<file path="src/hw/rtl/counting_hash_multiset_defines.svh">
// assertion macros for the counting hash multiset
// used by the top level, expects i_clk and i_rst_n in scope
`ifndef COUNTING_HASH_MULTISET_DEFINES_SVH
`define COUNTING_HASH_MULTISET_DEFINES_SVH

// same-cycle implication, off during reset
`define CHM_ASSERT_IMP(label, ante, cons) \
    label: assert property (@(posedge i_clk) disable iff (!i_rst_n) (ante) |-> (cons)) \
        else $error("counting_hash_multiset: assertion failed");

// next-cycle implication, off during reset
`define CHM_ASSERT_NXT(label, ante, cons) \
    label: assert property (@(posedge i_clk) disable iff (!i_rst_n) (ante) |=> (cons)) \
        else $error("counting_hash_multiset: assertion failed");

`endif

</file>
<file path="src/hw/rtl/chm_pkg.sv">
// shared constants, codes and types of the counting hash multiset
// no dependencies
`default_nettype none

package chm_pkg;

    // table geometry
    localparam int MAX_BUCKETS = 64;
    localparam int SLOTS       = 4;
    localparam int BKT_W       = $clog2(MAX_BUCKETS);
    localparam int NBKT_W      = $clog2(MAX_BUCKETS + 1);
    localparam int SLOT_W      = $clog2(SLOTS);

    // field widths
    localparam int KEY_W      = 32;
    localparam int CNT_W      = 32;
    localparam int COEF_W     = 32;
    localparam int HASH_W     = 64;
    localparam int REQ_W      = 2;
    localparam int BC_W       = 7;
    localparam int CFG_IDX_W  = 2;
    localparam int CFG_DATA_W = 32;

    // request codes, codes two and three act as a search
    localparam logic [REQ_W-1:0] REQ_INSERT = 2'd0;
    localparam logic [REQ_W-1:0] REQ_DELETE = 2'd1;

    // register indexes
    localparam logic [CFG_IDX_W-1:0] CFG_MULT_A       = 2'd0;
    localparam logic [CFG_IDX_W-1:0] CFG_ADD_B        = 2'd1;
    localparam logic [CFG_IDX_W-1:0] CFG_BUCKET_COUNT = 2'd2;

    // count limits
    localparam logic [CNT_W-1:0] COUNT_MAX = '1;
    localparam logic [CNT_W-1:0] COUNT_ONE = CNT_W'(1);

    typedef logic [REQ_W-1:0]      t_req_type;
    typedef logic [KEY_W-1:0]      t_key;
    typedef logic [CNT_W-1:0]      t_count;
    typedef logic [COEF_W-1:0]     t_coef;
    typedef logic [BKT_W-1:0]      t_bucket;
    typedef logic [NBKT_W-1:0]     t_nbkt;
    typedef logic [BC_W-1:0]       t_bcount;
    typedef logic [CFG_IDX_W-1:0]  t_cfg_idx;
    typedef logic [CFG_DATA_W-1:0] t_cfg_data;

    // one slot of a bucket row
    typedef struct packed {
        t_key   key;
        t_count count;
    } t_slot;

    typedef t_slot [SLOTS-1:0] t_row;

    typedef struct packed {
        logic   found;
        t_count count_after;
        logic   bucket_full;
    } t_rsp;

    // hash unit status
    typedef struct packed {
        logic    done;
        t_bucket bucket;
    } t_hash_res;

    // table command from the top level
    typedef struct packed {
        logic      start;
        t_bucket   bucket;
        t_req_type req_type;
        t_key      key;
    } t_tbl_cmd;

    // table completion
    typedef struct packed {
        logic done;
        t_rsp rsp;
    } t_tbl_res;

endpackage

`default_nettype wire

</file>
<file path="src/hw/rtl/chm_hash.sv">
// bucket hash: (a*key + b) mod n, one product, one add, then a bit-serial remainder
// depends on chm_pkg
`default_nettype none

module chm_hash (
    input  logic               i_clk,
    input  logic               i_rst_n,
    input  logic               i_start,
    input  chm_pkg::t_key      i_key,
    input  chm_pkg::t_coef     i_mult_a,
    input  chm_pkg::t_coef     i_add_b,
    input  chm_pkg::t_nbkt     i_nbkt,
    output chm_pkg::t_hash_res o_res
);
    import chm_pkg::*;

    localparam int STEP_W = $clog2(HASH_W);

    localparam logic [2:0] HS_IDLE = 3'd0;
    localparam logic [2:0] HS_MUL  = 3'd1;
    localparam logic [2:0] HS_ADD  = 3'd2;
    localparam logic [2:0] HS_DIV  = 3'd3;
    localparam logic [2:0] HS_DONE = 3'd4;

    logic [2:0]        r_state, n_state;
    t_key              r_key, n_key;
    t_nbkt             r_nbkt, n_nbkt;
    logic [HASH_W-1:0] r_acc, n_acc;
    t_bucket           r_rem, n_rem;
    logic [STEP_W-1:0] r_step, n_step;
    logic [BKT_W:0]    w_shift;
    logic [BKT_W:0]    w_div;

    // one restoring step: bring in the next dividend bit, subtract if it fits
    assign w_shift = {r_rem, r_acc[HASH_W-1]};
    assign w_div   = (BKT_W + 1)'(r_nbkt);

    always_comb begin
        n_state = r_state;
        n_key   = r_key;
        n_nbkt  = r_nbkt;
        n_acc   = r_acc;
        n_rem   = r_rem;
        n_step  = r_step;
        unique case (r_state)
            HS_IDLE: begin
                if (i_start) begin
                    n_key   = i_key;
                    n_nbkt  = i_nbkt;
                    n_state = HS_MUL;
                end
            end
            HS_MUL: begin
                n_acc   = HASH_W'(i_mult_a) * HASH_W'(r_key);
                n_state = HS_ADD;
            end
            HS_ADD: begin
                n_acc   = r_acc + HASH_W'(i_add_b);
                n_rem   = '0;
                n_step  = '0;
                n_state = HS_DIV;
            end
            HS_DIV: begin
                if (w_shift >= w_div) begin
                    n_rem = BKT_W'(w_shift - w_div);
                end else begin
                    n_rem = BKT_W'(w_shift);
                end
                n_acc  = {r_acc[HASH_W-2:0], 1'b0};
                n_step = r_step + 1'b1;
                if (r_step == STEP_W'(HASH_W - 1)) begin
                    n_state = HS_DONE;
                end
            end
            HS_DONE: begin
                n_state = HS_IDLE;
            end
            default: begin
                n_state = HS_IDLE;
            end
        endcase
    end

    // control state
    always_ff @(posedge i_clk) begin
        if (!i_rst_n) begin
            r_state <= HS_IDLE;
        end else begin
            r_state <= n_state;
        end
    end

    // datapath registers
    always_ff @(posedge i_clk) begin
        r_key  <= n_key;
        r_nbkt <= n_nbkt;
        r_acc  <= n_acc;
        r_rem  <= n_rem;
        r_step <= n_step;
    end

    assign o_res.done   = (r_state == HS_DONE);
    assign o_res.bucket = r_rem;

endmodule

`default_nettype wire

</file>
<file path="config.mk">
export PLATFORM = sky130hd
export DESIGN_NAME = chm_hash
export DESIGN_NICKNAME = d
export VERILOG_FILES = /design/src/hw/rtl/counting_hash_multiset_defines.svh /design/src/hw/rtl/chm_pkg.sv /design/src/hw/rtl/chm_hash.sv
export SDC_FILE = /design/constraint.sdc
export NUM_CORES = 2
export LEC_CHECK = 0
export BUFFER_PORTS_ARGS = -buffer_cell sky130_fd_sc_hd__buf_2
export CAP_MARGIN = 20
export CORE_MARGIN = 1
export CORE_UTILIZATION = 53
export CTS_BUF_LIST = sky130_fd_sc_hd__clkbuf_8
export CTS_CLUSTER_DIAMETER = 100
export DETAILED_ROUTE_END_ITERATION = 6
export GPL_TIMING_DRIVEN = 0
export PLACE_DENSITY = 0.78
export SLEW_MARGIN = 5
export SYNTH_ARGS = -nofsm -noshare
export SYNTH_HDL_FRONTEND = slang
export SYNTH_SLANG_ARGS = --single-unit
</file>
<file path="constraint.sdc">
create_clock -name i_clk -period 18.16 [get_ports i_clk]
set_input_delay 2.724 -clock i_clk [delete_from_list [all_inputs] [get_ports i_clk]]
set_output_delay 2.724 -clock i_clk [all_outputs]
set_load 0.03 [all_outputs]
</file>
==> flow_summary_export.csv <==
group,metric,value,unit
global_route,track_usage,37.2,%
sta,setup_tns,0,ps
cts,postCtsSetupRepairBufs,0,
floorplan,io_pins,113,
floorplan,die_h,279,um
route,drtPass1Iterations,7,
floorplan,coreArea,75900,um^2
route,drt-initial-drc-count,3554,
yosys,yosys-top-cells-area,"fa_1 44%, ha_1 9.3%, and2_1 9.2%",
setup_path,slowest_stage,"clkbuf_1",
placed_design,hpwlAfterDp,115000,um
floorplan,num_rows,101,
cts,postCtsResizedCells,0,
floorplan,die_area,77900,um^2
sta,drv_slew,0,
yosys,synth-edff-count,115,
final_layout,final_cell_area,43100,um^2
setup_path,crit_fanout,10,
route,wl_per_cell,25.3,um
cts,cts-htree-levels,4,
sta,timing.final.crit_share,60.2,%
floorplan,start_util,53.6,%
setup_path,worstSetupEndpointType,"flop",
route,drt-vias-per-instance,5.91,
min_path,hp-class,"reg -> reg",
cts,clk_latency,610,ps
cts,cts_tree,"done",
sta,period_needed,10940,ps
yosys,syn_area,40700,um^2
route,drc,1,
sta,fin_skew,44.2,ps
final_layout,layout-drive-gt1-share,4.76,%
setup_path,critPathArrivalTime,11230,ps
floorplan,die_w,279,um
final_layout,nets,5835,
sta,setup_viol,0,
yosys,synth_cell_types,90,
final_layout,syn2layout_area_growth,5.93,%
yosys,synth_top_cell_by_area,"fa_1",
global_route,gr-total-overflow,0,
final_layout,fillCellCount,6807,
route,ant_nets,0,
yosys,synth_area_per_cell,9.28,um^2
sta,max_slew_margin,19.4,%
status,status,"complete, but fails checks",
placed_design,place_area,42700,um^2
setup_path,path_common_cell,"fa_1",
cts,cts_sinks,118,
sta,fmax,91.4,MHz
route,drt_wl_total,141000,um
run,max-cap-violations,0,
cts,cts_buffers,17,
sta,timing_hold_violations_final,0,
global_route,antenna_found_initial,14,
cts,clk_pin_slew_worst_paths,90,ps
global_route,grt_pass1_vias,33769,
yosys,synthCells,4386,
global_route,grt_pass1_wl,209000,um
setup_path,criticalPathCategory,"in -> reg",
setup_path,critPathLaunchType,"primary input",
yosys,ys_warn_count,0,
setup_path,max_stage_delay,910,ps
placed_design,io_buffers,112,
yosys,synthFlopType,"edfxtp_1",
yosys,synth_top_area_share,44.2,%
yosys,synthesis.nets,5693,
sta,grt_setup_unrepaired,"false",
yosys,ys_seq_elements,118,
status,violations,"DRC",
yosys,async_reset_ff_share,0,%
setup_path,worstPathRequired,18460,ps
yosys,synth_seq_area_share,8.64,%
cts,hold_buffers,0,
placed_design,gp_congestion,1.07,
global_route,grt_start_max_net_pins,31,
cts,clock_path_buffers,2,
cts,root_buffer,"clkbuf_8",
sta,tightest_slew,1210,ps
route,num_vias,32976,
state kept, by name, summed over array words and instances (netlist names):
name and count:
r_acc 64, r_key 32, r_nbkt 7, r_rem 6, r_step 6, r_state 3
layout make-up:
cell class	count	area, um^2	share of cell area, %
diodes	9	22.5	0.0523
clock inverters	15	166	0.386
inverters	880	3300	7.66
multi-input cells	3136	32800	76.1
well taps	1030	1290	2.99
plain buffers	252	1060	2.47
repair buffers	123	687	1.59
flip-flops and latches	118	3510	8.15
clock buffers	17	234	0.543
critical path: cells and delay by family:
family          cells  cell delay (ps)
fa+ha+maj           9             4410
buf+inv             5             1380
compound gates      4              790
xor+xnor            1              190
simple gates        6             1730
synthesized netlist by cell type, types with 11 or more instances:
master    count
fa_1        898
inv_1       879
and2_1      597
nand2_1     544
ha_1        303
clkbuf_1    222
a21oi_1     115
edfxtp_1    115
nor2_1       86
o21ai_0      79
xnor2_1      68
xor2_1       56
a21o_1       48
nand4_1      36
nand3_1      31
a22oi_1      29
nor3_1       19
o221ai_1     18
o21bai_1     17
nand2b_1     13
buf_4        12
o21ai_1      12
and3_1       11
o211ai_1     11
cells by family after synthesis:
family                   Yosys count  synth area share (%)
adder cells (fa/ha/maj)         1201                  53.5
multiplexers                       6                 0.148
AND/OR/NAND/NOR                 1390                  17.5
XOR/XNOR                         124                  2.67
buffers and inverters           1132                  10.7
AO/OA/AOI/OAI                    415                  6.78
flip-flops                       118                  8.64
per-layer routing:
layer | track usage (%) | part of all wire, % | wire length (um)
met1 | 46.5 | 36 | 50300
met3 | 10.4 | 12 | 17300
met5 | 0 | 0.048 | 68
met2 | 55.6 | 43 | 61200
met4 | 26.6 | 8.8 | 12400
layout by cell type, fill, tap and decap left out, types with 18 or more instances in the layout:
cell        n
clkbuf_1  222
and2_1    597
nand2_1   544
a21oi_1   115
ha_1      303
a22oi_1    29
nor3_1     19
o221ai_1   18
inv_1     879
xnor2_1    68
nand3_1    31
nand4_1    36
fa_1      898
edfxtp_1  115
buf_2     119
buf_4      19
a21o_1     48
xor2_1     56
clkbuf_8   19
o21ai_0    79
nor2_1     85
path summary, 6_finish.rpt:
| kind | start | endpoint | slack, ps | cells after the start |
|---|---|---|---|---|
| setup / recovery | i_mult_a[23] | r_acc[60]$_DFFE_PP_ | 7220 | 25 |
| hold / removal | r_state[1]$_SDFFE_PN0P_ | r_state[2]$_SDFFE_PN0P_ | 550 | 2 |
| setup reg to reg | r_key[25]$_DFFE_PP_ | r_acc[63]$_DFFE_PP_ | 8910 | 25 |
| hold reg to reg | r_state[1]$_SDFFE_PN0P_ | r_state[2]$_SDFFE_PN0P_ | 550 | 2 |
stage by stage:
stage	cells	utilization [%]	setup WS, ps	hold slack (ps)
floorplan	4386	-	8310	488
global placement	5528	56.0	5770	517
detailed placement	5538	56.2	6870	529
CTS	5570	56.7	7490	544
global route	5576	56.7	7170	583
finish	5580	56.7	7220	552
Power is left out: the tool's default activity adds up to more than one toggle a clock period on the data nets, which glitch-free logic cannot reach.
